`config.mk`:
```
export PLATFORM = sky130hd
export DESIGN_NAME = ipsf_cell
export DESIGN_NICKNAME = d
export VERILOG_FILES = /design/src/hw/rtl/ipsf_pkg.sv /design/src/hw/rtl/ipsf_cell.sv
export SDC_FILE = /design/constraint.sdc
export NUM_CORES = 1
export LEC_CHECK = 0
export BUFFER_PORTS_ARGS = -buffer_cell sky130_fd_sc_hd__buf_2
export CAP_MARGIN = 20
export CORE_ASPECT_RATIO = 1.25
export CORE_MARGIN = 2
export CORE_UTILIZATION = 25
export DETAILED_ROUTE_END_ITERATION = 6
export PLACE_DENSITY = 0.62
export SYNTH_ARGS = -nofsm -noshare
export SYNTH_HDL_FRONTEND = slang
export SYNTH_SLANG_ARGS = --single-unit
```
`constraint.sdc`:
```
create_clock -name clk -period 5.1 [get_ports clk]
set_input_delay 0.51 -clock clk [delete_from_list [all_inputs] [get_ports clk]]
set_output_delay 0.51 -clock clk [all_outputs]
set_load 0.02 [all_outputs]
```
`src/hw/rtl/ipsf_pkg.sv`:
```
`default_nettype none
// ----------------------------------------------------------------------------
// ipsf_pkg
// Shared constants, codes and types for the IPv4 sort and filter core.
// ----------------------------------------------------------------------------
package ipsf_pkg;

  localparam int DEF_CAPACITY = 64;

  localparam logic [1:0] FUNC_LOAD  = 2'd0;
  localparam logic [1:0] FUNC_CLEAR = 2'd1;
  localparam logic [1:0] FUNC_EMIT  = 2'd2;

  localparam logic [1:0] MODE_ALL       = 2'd0;
  localparam logic [1:0] MODE_FIRST     = 2'd1;
  localparam logic [1:0] MODE_FIRST_TWO = 2'd2;
  localparam logic [1:0] MODE_ANY       = 2'd3;

  typedef enum logic [1:0] {
    ST_IDLE,
    ST_EMIT,
    ST_FINISH
  } state_t;

  typedef struct packed {
    logic load;
    logic rotate;
  } cell_ctl_t;

endpackage
`default_nettype wire

```
`src/hw/rtl/ipsf_cell.sv`:
```
`default_nettype none
// ----------------------------------------------------------------------------
// ipsf_cell
// One slot of the sorted chain. On a load it keeps, takes the new address or
// takes its upper neighbour; during emit it takes its lower neighbour, the
// tail slot wrapping round to the head.
// ----------------------------------------------------------------------------
module ipsf_cell (
  input  wire               clk,
  input  ipsf_pkg::cell_ctl_t ctl,
  input  wire  [31:0]       ins_address,
  input  wire               valid,
  input  wire               prev_ge,
  input  wire  [31:0]       prev_data,
  input  wire  [31:0]       next_data,
  input  wire  [31:0]       head_data,
  input  wire               is_tail,
  output logic [31:0]       data,
  output logic              ge
);

  assign ge = valid && (data >= ins_address);

  always_ff @(posedge clk) begin
    if (ctl.load) begin
      if (!ge) begin
        data <= prev_ge ? ins_address : prev_data;
      end
    end else if (ctl.rotate) begin
      data <= is_tail ? head_data : next_data;
    end
  end

endmodule
`default_nettype wire

```
==> Word level (Yosys, flattened, before mapping) <==
Cells that the tools add are included.
{ "word_totals": {"regBits": 32, "ram_bits": 0, "latchBits": 0, "romBits": 0, "n_memories": 0, "input_bits": 134, "wordCells": 11} }
{ "classes": {"shifts": 0, "n_mul": 0, "n_eq_ne": 1, "add_sub_neg": 0, "n_bitwise": 0, "order_cmp": 1, "n_div": 0, "n_reduce_logical": 3, "muxes": 5} }
{ "ops": {"columns": ["operator", "count"], "rows": [
  ["$mux W32", 5],
  ["$ge A32 B32 Y1", 1],
  ["$ne A2 B2 Y1 const B", 1],
  ["$reduce_and A2 Y1", 1],
  ["$reduce_bool A2 Y1", 1],
  ["$logic_and A1 B1 Y1", 1]
]} }

==> Depth between registers and ports, before layout <==
{ "depth": {"word_depth": 4, "depth_mapped": 7, "mapped_depth_nobuf": 7} }

==> Least setup slack after synthesis <==
Ideal clock, no wire load.
{ "synth_timing": {"path_type": "in2reg", "startpoint": "input ins_address[0]", "endpoint": "register data[0], enable pin", "required_ns": 4.675, "t_arrival_ns": 3.006, "stages": 6, "setup_slack_ns": 1.669, "cell_sequence": "ha_1 > nand2b_4 > a2111oi_2 > o32a_1 > a21oi_2 > o21ai_1"} }
{ "synth_between": {"elab_chain_len": 4} }
{ "synth_lines": {"columns": ["item", "line_no", "text"], "rows": [
  ["from (decl)", "ipsf_cell.sv:11", "input wire [31:0] ins_address,"],
  ["$ge A32 B32 Y1", "ipsf_cell.sv:22", "assign ge = valid && (data >= ins_address);"],
  ["$logic_and A1 B1 Y1", "ipsf_cell.sv:22", null],
  ["$ne A2 B2 Y1 (no source line)", null, null],
  ["$reduce_and A2 Y1 (no source line)", null, null],
  ["to (signal assigned)", "ipsf_cell.sv:27", "data <= prev_ge ? ins_address : prev_data;"],
  ["to (signal assigned)", "ipsf_cell.sv:30", "data <= is_tail ? head_data : next_data;"],
  ["to (decl)", "ipsf_cell.sv:18", "output logic [31:0] data,"]
]} }
No other way between the ends.
A chain may end at the register's enable or synchronous reset.

==> Worst setup path in the final report <==
{ "layout_timing": {"startpoint": "register data[14]", "endpoint": "output ge"} }
{ "layout_between": {"elab_chain_len": 2} }
{ "layout_lines": {"columns": ["item", "line_no", "text"], "rows": [
  ["$ge A32 B32 Y1", "ipsf_cell.sv:22", null],
  ["$logic_and A1 B1 Y1", "ipsf_cell.sv:22", null],
  ["to (decl)", "ipsf_cell.sv:19", "output logic ge"]
]} }
No other way between the ends.

==> flow_summary_export.csv <==
group,metric,value,unit
timing,number_of_failing_hold_endpoints_at_the_final_stage,0,
timing,finalSetupViolCount,0,
floorplanning,fp.dieH,122,um
detailed_routing,first_iter_violations,62,
clock_network,post_cts_hold_buffer_count,0,
power_and_ir_drop,power.density,254,nW/um2
clock_network,cts_tree,"yes",
clock_network,post_cts.resized_instances,0,
timing,period_share,0.542,
worst_setup_path,worstReg2RegStart,"data[11]$_DFFE_PP_",
clock_network,clock_latency,0.27,ns
detailed_routing,dr_total_vias,2741,
clock_network,clk_path_buf_depth,2,
worst_setup_path,critical_path.reg2reg.endpoint,"data[15]$_DFFE_PP_",
logic_synthesis,simple_gate_share_of_the_synthesized_area,0.122,
logic_synthesis,syn-cell-area,2810,um2
logic_synthesis,synth.area.mux_share,0.118,
global_routing,grt_start_max_net_pins,65,
detailed_routing,drt.antenna.violating_nets,0,
power_and_ir_drop,leakage_component_of_the_power,1.95,nW
timing,rsz0062_at_grt,"false",
logic_synthesis,ys_warn_count,0,
logic_synthesis,synth-adder-area-share,0.143,
placed_design,dp_hpwl,6580,um
logic_synthesis,synth_top_area_cell,"sky130_fd_sc_hd__edfxtp_1",
layout,antenna-diode-count,0,
global_routing,grtUsageTotal,0.126,
worst_setup_path,critical_path_required,4.59,ns
clock_network,ctsHtreeMaxLevel,2,
timing,timing.hold.ws,0.589,ns
placed_design,detailed_place.area,3750,um2
floorplanning,floorplan.die_area,12100,um2
logic_synthesis,synth.avg_cell_area,9.51,um2
placed_design,buffer_ports.inserted,166,
worst_setup_path,cp-endpoint,"ge",
detailed_routing,remaining_drc_errors,0,
detailed_routing,drt_pass1_iterations,4,
timing,finalCriticalPeriod,2.76,ns
logic_synthesis,ffs_w_async_s_r_synth,0,
worst_setup_path,worst-endpoint-arrival,2.25,ns
timing,slew_headroom,0.343,
worst_setup_path,setup.worst_path.class,"flip-flop to output port",
floorplanning,placeableCoreArea,11000,um2
power_and_ir_drop,vdd_drop_max,0.112,mV
layout,drive_gt1_frac,0.403,
worst_setup_path,crit_start_category,"flip-flop",
layout,fin_nets,619,
logic_synthesis,share_of_the_synthesized_area_in_compound_gates_ao_oa_aoi_oai,0.204,
global_routing,grt_pass1_vias,2652,
detailed_routing,route.final.wire_length,8040,um
worst_setup_path,reg2regPathDepth,7,
logic_synthesis,post_synth_top_flop,"sky130_fd_sc_hd__edfxtp_1",
detailed_routing,post_drt_wl_per_cell,13.6,um
logic_synthesis,number_of_enable_flip_flop_cells_after_synthesis,32,
timing,maximum_achievable_frequency,362,MHz
clock_network,cts_buffers,5,
clock_network,post-cts-setup-buffer-count,0,
worst_setup_path,regToRegSetupSlack,2.61,ns
layout,largest_register,"data",
placed_design,gp_congestion,0.783,
timing,clock-skew-final,0.00342,ns
logic_synthesis,seq_area_frac_synth,0.342,
timing,max_slew.worst_pin.slew,0.985,ns
clock_network,clkTransAtPathRegs,0.05,ns
global_routing,global_route.overflow_total,0,
logic_synthesis,post_synth_most_frequent_cells,"sky130_fd_sc_hd__a21oi_1, sky130_fd_sc_hd__inv_1, sky130_fd_sc_hd__mux2i_1",
floorplanning,initial_utilization,0.254,
timing,fin_tns_setup,0,ns
global_routing,grt_first_pass_wirelength,12300,um
layout,stdcell_area,3960,um2
status,result_of_the_run,"finished clean",
job,drv_cap,0,
floorplanning,ios,167,
layout,area_growth,41.1,%
logic_synthesis,synth.ff_latch_count,32,
floorplanning,rows,43,
layout,max_ffs_per_register,32,
timing,post-route-worst-setup-slack,2.34,ns
global_routing,grt_antenna_before_repair,0,
logic_synthesis,netlist_top_cells_area,"sky130_fd_sc_hd__edfxtp_1, sky130_fd_sc_hd__ha_1, sky130_fd_sc_hd__mux2i_1",
layout,largest_registers_ranked_by_flip_flop_count,"data (32)",
logic_synthesis,synthesis.instances,295,
clock_network,cts.sink_count,32,
timing,slew_viol_final,0,
detailed_routing,via_density_per_instance,4.65,
worst_setup_path,critPathCaptureType,"output port",
worst_setup_path,critical_path_peak_fanout,3,
floorplanning,chipWidth,98.8,um
logic_synthesis,combinational_family_with_the_most_area_after_synthesis,"compound AO/OA/AOI/OAI gates",
worst_setup_path,crit_path_start,"data[14]$_DFFE_PP_",
logic_synthesis,yosys.cell_count.top_type,"sky130_fd_sc_hd__a21oi_1",
logic_synthesis,netlist-cell-type-count,28,
logic_synthesis,postSynthNetCount,461,
logic_synthesis,synth_largest_type_area_fraction,0.342,
logic_synthesis,synth_xor_xnor_area_share,0,
worst_hold_path,worstHoldPathType,"input port to flip-flop",
clock_network,ctsRootBufferMaster,"sky130_fd_sc_hd__clkbuf_16",
placed_design,pre_cts_slack,1.98,ns
[critical path, cell delays in order (launching register included)]
cell	delay, ns
sky130_fd_sc_hd__edfxtp_1	0.39
sky130_fd_sc_hd__ha_1	0.34
sky130_fd_sc_hd__and4_4	0.26
sky130_fd_sc_hd__o211ai_2	0.09
sky130_fd_sc_hd__o32a_1	0.32
sky130_fd_sc_hd__a21oi_2	0.22
sky130_fd_sc_hd__o21a_1	0.19
sky130_fd_sc_hd__buf_2	0.17
[metrics by stage]
| step | std cells | util | total power, W |
|---|---|---|---|
| 2_1_floorplan | 295 | - | 0.000546 |
| 3_3_place_gp | 579 | 0.340 | 0.000668 |
| 3_5_place_dp | 579 | 0.340 | 0.000675 |
| 4_1_cts | 587 | 0.355 | 0.00102 |
| 5_1_grt | 589 | 0.359 | 0.00107 |
| 6_report | 589 | 0.359 | 0.00101 |
[how the worst min path moves through the flow]
stage	from	to	cells after the start	slack, ns
2_1_floorplan	head_data[30]	data[30]$_DFFE_PP_	2	0.76
4_1_cts	head_data[20]	data[20]$_DFFE_PP_	3	0.58
5_1_grt	head_data[23]	data[23]$_DFFE_PP_	3	0.61
3_3_place_gp	head_data[19]	data[19]$_DFFE_PP_	3	0.87
6_report	head_data[20]	data[20]$_DFFE_PP_	3	0.59
3_5_place_dp	head_data[20]	data[20]$_DFFE_PP_	3	0.87
[kinds of logic after synthesis]
group,after synthesis
buf+inv,51
fa+ha+maj,32
simple gates,57
compound gates,90
mux,33
flops,32
[power by group]
part           switching (W)  internal [W]
combinational       0.000180      0.000141
sequential         0.0000173      0.000334
clock               0.000105      0.000229
[final cells by class]
cell class | instances | area (um2)
Clock buffer | 6 | 129
Clock inverter | 2 | 35.0
Fill cell | 1160 | 7070
Inverter | 33 | 124
Multi-Input combinational cell | 212 | 1660
Sequential cell | 32 | 961
Tap cell | 135 | 169
Timing Repair Buffer | 169 | 886
[metal layers]
| layer | GRT usage | up-vias | share of wire |
|---|---|---|---|
| li1 | - | 1403 | - |
| met1 | 0.144 | 1252 | 0.41 |
| met2 | 0.241 | 84 | 0.54 |
| met3 | 0.0188 | 2 | 0.050 |
| met4 | 0.0334 | 0 | 0.0071 |
| met5 | 0 | - | 0 |
[placed cells by master, fill, tap and decap left out, drive strengths merged, types with 2 or more instances in the layout]
master,count
o21a,3
and4,3
mux2i,33
edfxtp,32
clkbuf,6
a221oi,2
a211oi,32
ha,32
inv,33
a21oi,45
nand4,4
o21ai,5
nand2,11
nand2b,2
buf,169
nor2b,32
nand3,3
No activity file was read; power rests on OpenSTA's default activity.
