[src/hw/rtl/ipsf_pkg.sv]
`default_nettype none
// ----------------------------------------------------------------------------
// ipsf_pkg
// Shared constants, codes and types for the IPv4 sort and filter core.
// ----------------------------------------------------------------------------
package ipsf_pkg;

  localparam int DEF_CAPACITY = 64;

  localparam logic [1:0] FUNC_LOAD  = 2'd0;
  localparam logic [1:0] FUNC_CLEAR = 2'd1;
  localparam logic [1:0] FUNC_EMIT  = 2'd2;

  localparam logic [1:0] MODE_ALL       = 2'd0;
  localparam logic [1:0] MODE_FIRST     = 2'd1;
  localparam logic [1:0] MODE_FIRST_TWO = 2'd2;
  localparam logic [1:0] MODE_ANY       = 2'd3;

  typedef enum logic [1:0] {
    ST_IDLE,
    ST_EMIT,
    ST_FINISH
  } state_t;

  typedef struct packed {
    logic load;
    logic rotate;
  } cell_ctl_t;

endpackage
`default_nettype wire

[src/hw/rtl/ipsf_match.sv]
`default_nettype none
// ----------------------------------------------------------------------------
// ipsf_match
// Octet filter applied to the address at the head of the chain.
// ----------------------------------------------------------------------------
module ipsf_match (
  input  wire  [31:0] address,
  input  wire  [1:0]  filter_mode,
  input  wire  [7:0]  octet_first,
  input  wire  [7:0]  octet_second,
  output logic        hit
);

  logic eq0, eq1;

  assign eq0 = address[31:24] == octet_first;
  assign eq1 = address[23:16] == octet_second;

  always_comb begin
    case (filter_mode)
      ipsf_pkg::MODE_ALL:       hit = 1'b1;
      ipsf_pkg::MODE_FIRST:     hit = eq0;
      ipsf_pkg::MODE_FIRST_TWO: hit = eq0 && eq1;
      ipsf_pkg::MODE_ANY:       hit = eq0 || (address[23:16] == octet_first) ||
                                      (address[15:8] == octet_first) ||
                                      (address[7:0] == octet_first);
      default:                  hit = 1'b0;
    endcase
  end

endmodule
`default_nettype wire

[config.mk]
export PLATFORM = sky130hd
export DESIGN_NAME = ipsf_match
export DESIGN_NICKNAME = d
export VERILOG_FILES = /design/src/hw/rtl/ipsf_pkg.sv /design/src/hw/rtl/ipsf_match.sv
export SDC_FILE = /design/constraint.sdc
export NUM_CORES = 1
export LEC_CHECK = 0
export ABC_AREA = 1
export BUFFER_PORTS_ARGS = -buffer_cell sky130_fd_sc_hd__buf_2
export CAP_MARGIN = 30
export CORE_AREA = 2 2 39 41
export DETAILED_ROUTE_END_ITERATION = 10
export DIE_AREA = 0 0 41 43
export PLACE_DENSITY = 0.92
export SETUP_SLACK_MARGIN = 0.5
export SYNTH_ARGS = -nofsm -noshare
export SYNTH_HDL_FRONTEND = slang
export SYNTH_SLANG_ARGS = --single-unit
[constraint.sdc]
create_clock -name vclk -period 1.45
set_input_delay 0.0725 -clock vclk [all_inputs]
set_output_delay 0.0725 -clock vclk [all_outputs]
set_load 0.05 [all_outputs]
-- Word level (Yosys, flattened, before mapping)
Index checks and enable logic that the tools add are counted.
- bits of input ports: 50
- logic and storage cells: 14
- register bits after elaboration: 0
- eq/ne operators: 8
- muxes and demuxes: 1
- reduce and logical (&&, ||, !) cells: 5
- operators with widths (operator ; number):
    == test 8 bit ; 5
    == test 2 bit (second input constant) ; 2
    one-hot mux 1 bit (4 select lines) ; 1
    logical OR 1 bit ; 3
    == test 2 x 1 -> 1 bit (second input constant) ; 1
    logical NOT 2 bit ; 1
    logical AND 1 bit ; 1

-- Longest topological paths before layout
Gate-level depths: netlist of run 1.
- depth in word-level cells: 5
- mapped depth: 9
- gate-level depth less buffers: 9

-- Worst setup path before layout of run 1
No wires, ideal clock.
- kind: input port to output port
- start: input port address[30]
- end: output port hit
- data arrival time: 0.872 ns
- path buffers: 0
- stages: 6
- path slack: 0.506 ns
- cells stage by stage: xor2_1 > nor2_1 > nand2_1 > nor2_1 > a21oi_2 > nand2_1
- longest elaborated chain between the ends: 5
- RTL lines (item ; RTL line ; text):
    start, declared ; ipsf_match.sv:7 ; input wire [31:0] address,
    == test 8 bit * ; ipsf_match.sv:16 ; assign eq0 = address[31:24] == octet_first;
    logical OR 1 bit (2 in a row) ; ipsf_match.sv:24 ; ipsf_pkg::MODE_ANY: hit = eq0 || (address[23:16] == octet_first) ||
    logical OR 1 bit ; ipsf_match.sv:25 ; (address[15:8] == octet_first) ||
    one-hot mux 1 bit (4 select lines) * ; ipsf_match.sv:20 ; case (filter_mode)
    end, declared ; ipsf_match.sv:11 ; output logic hit
Mark *: on every way between the ends. The rest lies on a longest branch, timed or not.

-- Final worst setup path of run 1
- start: input port octet_first[5]
- end: output port hit
- longest elaborated chain between the ends: 5
- RTL lines (item ; RTL line ; text):
    start, declared ; ipsf_match.sv:9 ; input wire [7:0] octet_first,
    == test 8 bit, on equally long branches ; ipsf_match.sv:16, ipsf_match.sv:24 ;
    logical OR 1 bit (2 in a row) ; ipsf_match.sv:24 ;
    logical OR 1 bit ; ipsf_match.sv:25 ;
    one-hot mux 1 bit (4 select lines) * ; ipsf_match.sv:20 ;
Marks and branches as above.

==> results of run 1 <==
report_power, final:
group          internal, mW  switching (mW)
combinational         0.167           0.137
sequential                0               0
clock                     0               0
final timing paths:
check	startpoint	endpoint
setup / recovery	octet_first[5]	hit
hold / removal	filter_mode[1]	hit
cell type report:
type / instances / share of cell area
multi-input cells: 89 / 0.649
repair buffers: 51 / 0.301
well taps: 16 / 0.0202
inverters: 8 / 0.0303
metal layers:
| metal | track usage | wire, um | vias to the layer above |
|---|---|---|---|
| met2 | 0.356 | 1010 | 32 |
| li1 | - | - | 389 |
| met4 | 0 | 0 | 0 |
| met3 | 0.00524 | 141 | 0 |
| met1 | 0.174 | 610 | 300 |
| met5 | 0 | 0 | - |
worst min-delay path: stages:
cell	delay (ns)
buf_2	0.09
nor2_1	0.04
a21oi_2	0.09
nand2_1	0.07
buf_6	0.15
logic make-up after synthesis:
logic type             synth area share
buffers and inverters            0.0542
AO/OA/AOI/OAI                    0.0158
XOR/XNOR                          0.569
AND/OR/NAND/NOR                   0.361
cells in the mapped netlist:
master   count
nor2_1      14
or2_1        1
xor2_1       8
xnor2_1     28
inv_1        8
nand3_1      2
a21oi_2      1
nand2_1     35
metrics by stage:
stage	std cells	hold slack [ns]
2_1_floorplan	97	0.539
3_3_place_gp	164	0.606
3_5_place_dp	164	0.624
4_1_cts	164	0.586
5_1_grt	164	0.608
6_report	164	0.581
repair_timing:
| item | CTS | global route |
|---|---|---|
| setup endpoints to repair | 1 | 1 |
| pin swaps | 11 | 19 |
| gates cloned | 0 | 0 |
| hold buffers | 0 | 0 |
| resized for setup | 10 | 23 |
| buffers inserted | 0 | 0 |
cell usage in the layout, fill, tap and decap left out, drive strengths merged:
cell,count
inv,8
or2,1
nor2,14
nand2,35
xnor2,28
xor2,8
a21oi,1
nand3,2
buf,51
==> metrics.cfg, run 1 <==
[sta]
max_slew_margin=0.891
setup_ws_ns=0.395
finalSetupViolations=0
rsz0062_at_grt=yes
tightest_slew_ns=0.162
fmax_mhz=948
hold_violations=0
maxSlewViolCount=0
period_share=0.727
fin_crit_ns=1.05
tns_ns=0

[synth]
synthCells=97
syn_nets=147
synth_top_cell_by_area=xnor2_1
ys_warn_count=0
seq_area_frac_synth=0
synth_area_leaders=xnor2_1 44%, nand2_1 24%, xor2_1 13%, nor2_1 9.5%, inv_1 5.4%
yosysTopAreaCellShare=0.442
syn_area_per_cell_um2=5.71
synth_area_um2=554
synth.distinct_cells=8

[place]
portBuffers=51
placed_area_um2=830
routabilityCongestion=0.715
dp_slack_ns=0.299
place_hpwl_mm=1.25

[route]
vias=721
drc=0
routedWlPerCell_um=10.8
viasPerCell=4.40
ant_nets=0
dr.pass1.iters=4
routed_wirelength_mm=1.76
drt_first_iter_violations=2

[floorplanning]
dieArea_mm2=0.00176
pin_count=51
core.rowCount=14
die_w_um=41
start_util=0.401
dieHeight_um=43
fp.coreArea_mm2=0.00138

[critical_path]
start_kind=input pin
crit_path_end_kind=output pin
crit_chain=buf_4, xnor2_2, nand3_1, nor2_1, nand2_1, nand3_1, nand2_1, nand2_1, buf_6
cp_max_fo=4
required_ns=1.38
setup.worst_path.class=in -> out
critPathMostFrequentCell=nand2_1
cp_top_family=simple AND/OR/NAND/NOR gates
cp.arrival_ns=0.98
path_depth=9
critPathMaxStageDelay_ns=0.16
cp.buffers_inverters=2
cp_slowest_cell=buf_6

[worst_hold_path]
hold_path_class=in -> out
hold_path_depth=5

[global_routing]
grt_util_all_layers=0.170
grt_max_degree=6
grt_pass1_vias=632
grt_pass1_wl_mm=2.21
grt-ovfl-total=0
antenna_found_initial=0

[finish]
nets=200
fillCellCount=115
multi_input_area_um2=642
n_clock_buffer=0
seq_cell_count=0
antenna_cells=0
fin_area_um2=990
layout-drive-gt1-share=0.473
final_core_util=0.715
ff_latch_area_um2=0
syn_to_final_growth_pct=78.6

[run_status]
status=complete, no violations

[flow_run]
drv_cap=0

[pwr]
vdd_ir_drop_max_mv=0.125
p_per_area_mw_per_mm2=307
p_total_uw=304
leakage_nw=0.536

Note: power is estimated with default switching activity, not from simulation.
==> run 2: changes to the inputs <==
--- a/config.mk
+++ b/config.mk
@@ -8,10 +8,10 @@
 export ABC_AREA = 1
 export BUFFER_PORTS_ARGS = -buffer_cell sky130_fd_sc_hd__buf_2
 export CAP_MARGIN = 30
-export CORE_AREA = 2 2 39 41
+export CORE_MARGIN = 2
+export CORE_UTILIZATION = 40
 export DETAILED_ROUTE_END_ITERATION = 10
-export DIE_AREA = 0 0 41 43
-export PLACE_DENSITY = 0.92
+export PLACE_DENSITY = 0.89
 export SETUP_SLACK_MARGIN = 0.5
 export SYNTH_ARGS = -nofsm -noshare
 export SYNTH_HDL_FRONTEND = slang
==> constraint.sdc (replaced) <==
create_clock -name vclk -period 1.05
set_input_delay 0.0525 -clock vclk [all_inputs]
set_output_delay 0.0525 -clock vclk [all_outputs]
set_load 0.05 [all_outputs]
==> metrics.cfg, run 2 (synthesized netlist as in run 1, its figures left out) <==
[run_status]
violations=negative setup slack
status=finished with violations

[sta]
rsz0062_at_grt=yes
period_share=1.02
fin_crit_ns=1.07
setup_ws_ns=-0.0240
hold_violations=0
maxSlewViolCount=0
finalSetupViolations=1
whs_ns=0.533
max_slew_margin=0.878
fmax_mhz=931
tightest_slew_ns=0.183

[floorplanning]
start_util=0.426
die_w_um=41.2
dieHeight_um=41.2
core.rowCount=13
dieArea_mm2=0.00170
fp.coreArea_mm2=0.00130
pin_count=51

[place]
dp_slack_ns=-0.100
place_hpwl_mm=1.36
routabilityCongestion=0.757
dpl.cell_count=163
portBuffers=51

[critical_path]
cp_max_fo=1
setup.worst_path.class=in -> out
start_kind=input pin
cp.arrival_ns=1.02
critPathMostFrequentCell=nand2_1
crit_path_end_kind=output pin
crit_chain=buf_2, xnor2_2, nand2_1, nor2_1, nand2_1, nand3_2, nand2_2, nand2_4, buf_8
required_ns=1.00
critPathMaxStageDelay_ns=0.17
cp_slowest_cell=nor2_1

[clock_tree]
post-cts-setup-buffers=0
postCtsHoldBufs=0

[finish]
seq_cell_count=0
layout-drive-gt1-share=0.493
syn_to_final_growth_pct=89.8
n_clock_buffer=0
fin_cells=163
final_common_cell=buf_2
antenna_cells=0
layout_common_cells=37 x buf_2, 33 x nand2_1, 14 x xnor2_2, 14 x xnor2_1, 12 x nor2_1
nets=200
final_core_util=0.809
ff_latch_area_um2=0

[worst_hold_path]
hold_path_end=hit
hp-start=filter_mode[1]
hold_path_depth=6
hold_path_class=in -> out

[route]
drc=0
routedWlPerCell_um=12.1
routed_wirelength_mm=1.97
drt_first_iter_violations=2
vias=775
ant_nets=0
dr.pass1.iters=3
viasPerCell=4.75

[global_routing]
grt-ovfl-total=0
grt_pass1_vias=678
grt_util_all_layers=0.215
antenna_found_initial=0
grt_max_degree=6
grt_pass1_wl_mm=2.46

[pwr]
p_per_area_mw_per_mm2=425
leakage_nw=0.565
vdd_ir_drop_max_mv=0.246

[flow_run]
drv_cap=0

-- run 2: area by class of cell --
class | instances | area (um^2)
fill | 95 | 249
tap | 15 | 18.8
multi-input combinational | 89 | 657
timing repair buffer | 51 | 347
inverter | 8 | 30.0
-- run 2: power by group --
part           switching (mW)  internal, mW  total, mW
registers                   0             0          0
logic                   0.195         0.252      0.447
clock network               0             0          0
total                   0.195         0.252      0.447
-- run 2: layer usage --
layer	GRT usage	wire length, um	vias to the layer above
li1	-	-	391
met1	0.190	642	344
met5	0	0	-
met2	0.516	1180	36
met4	0	38	0
met3	0.0109	107	4
-- run 2: repair_timing --
action / in CTS / in global routing
endpoints found under the hold margin: 0 / 0
endpoints found under the setup margin: 1 / 1
pin swaps: 28 / 14
gates resized for setup: 33 / 13
-- run 2: worst max-delay path by stage --
stage | end | cells after the start | slack [ns] | start
after floorplan | hit | 8 | 0.30 | address[20]
after global placement | hit | 9 | -0.05 | octet_first[1]
after detailed placement | hit | 8 | -0.10 | octet_first[6]
after CTS | hit | 9 | 0.07 | address[16]
after global routing | hit | 9 | -0.07 | address[8]
final | hit | 9 | -0.02 | address[8]
-- run 2: metrics by stage --
step | setup TNS (ns) | cell area (um^2) | total power [mW]
6_report | -0.0240 | 1050 | 0.447
5_1_grt | -0.0731 | 1050 | 0.481
4_1_cts | 0 | 970 | 0.401
3_5_place_dp | -0.100 | 836 | 0.341
3_3_place_gp | -0.0508 | 836 | 0.330
2_1_floorplan | 0 | 562 | 0.185
-- run 2: critical path: cells and delay by family --
family	cells	cell delay (ns)
AND/OR/NAND/NOR	6	0.56
XOR/XNOR	1	0.15
buffers and inverters	2	0.25
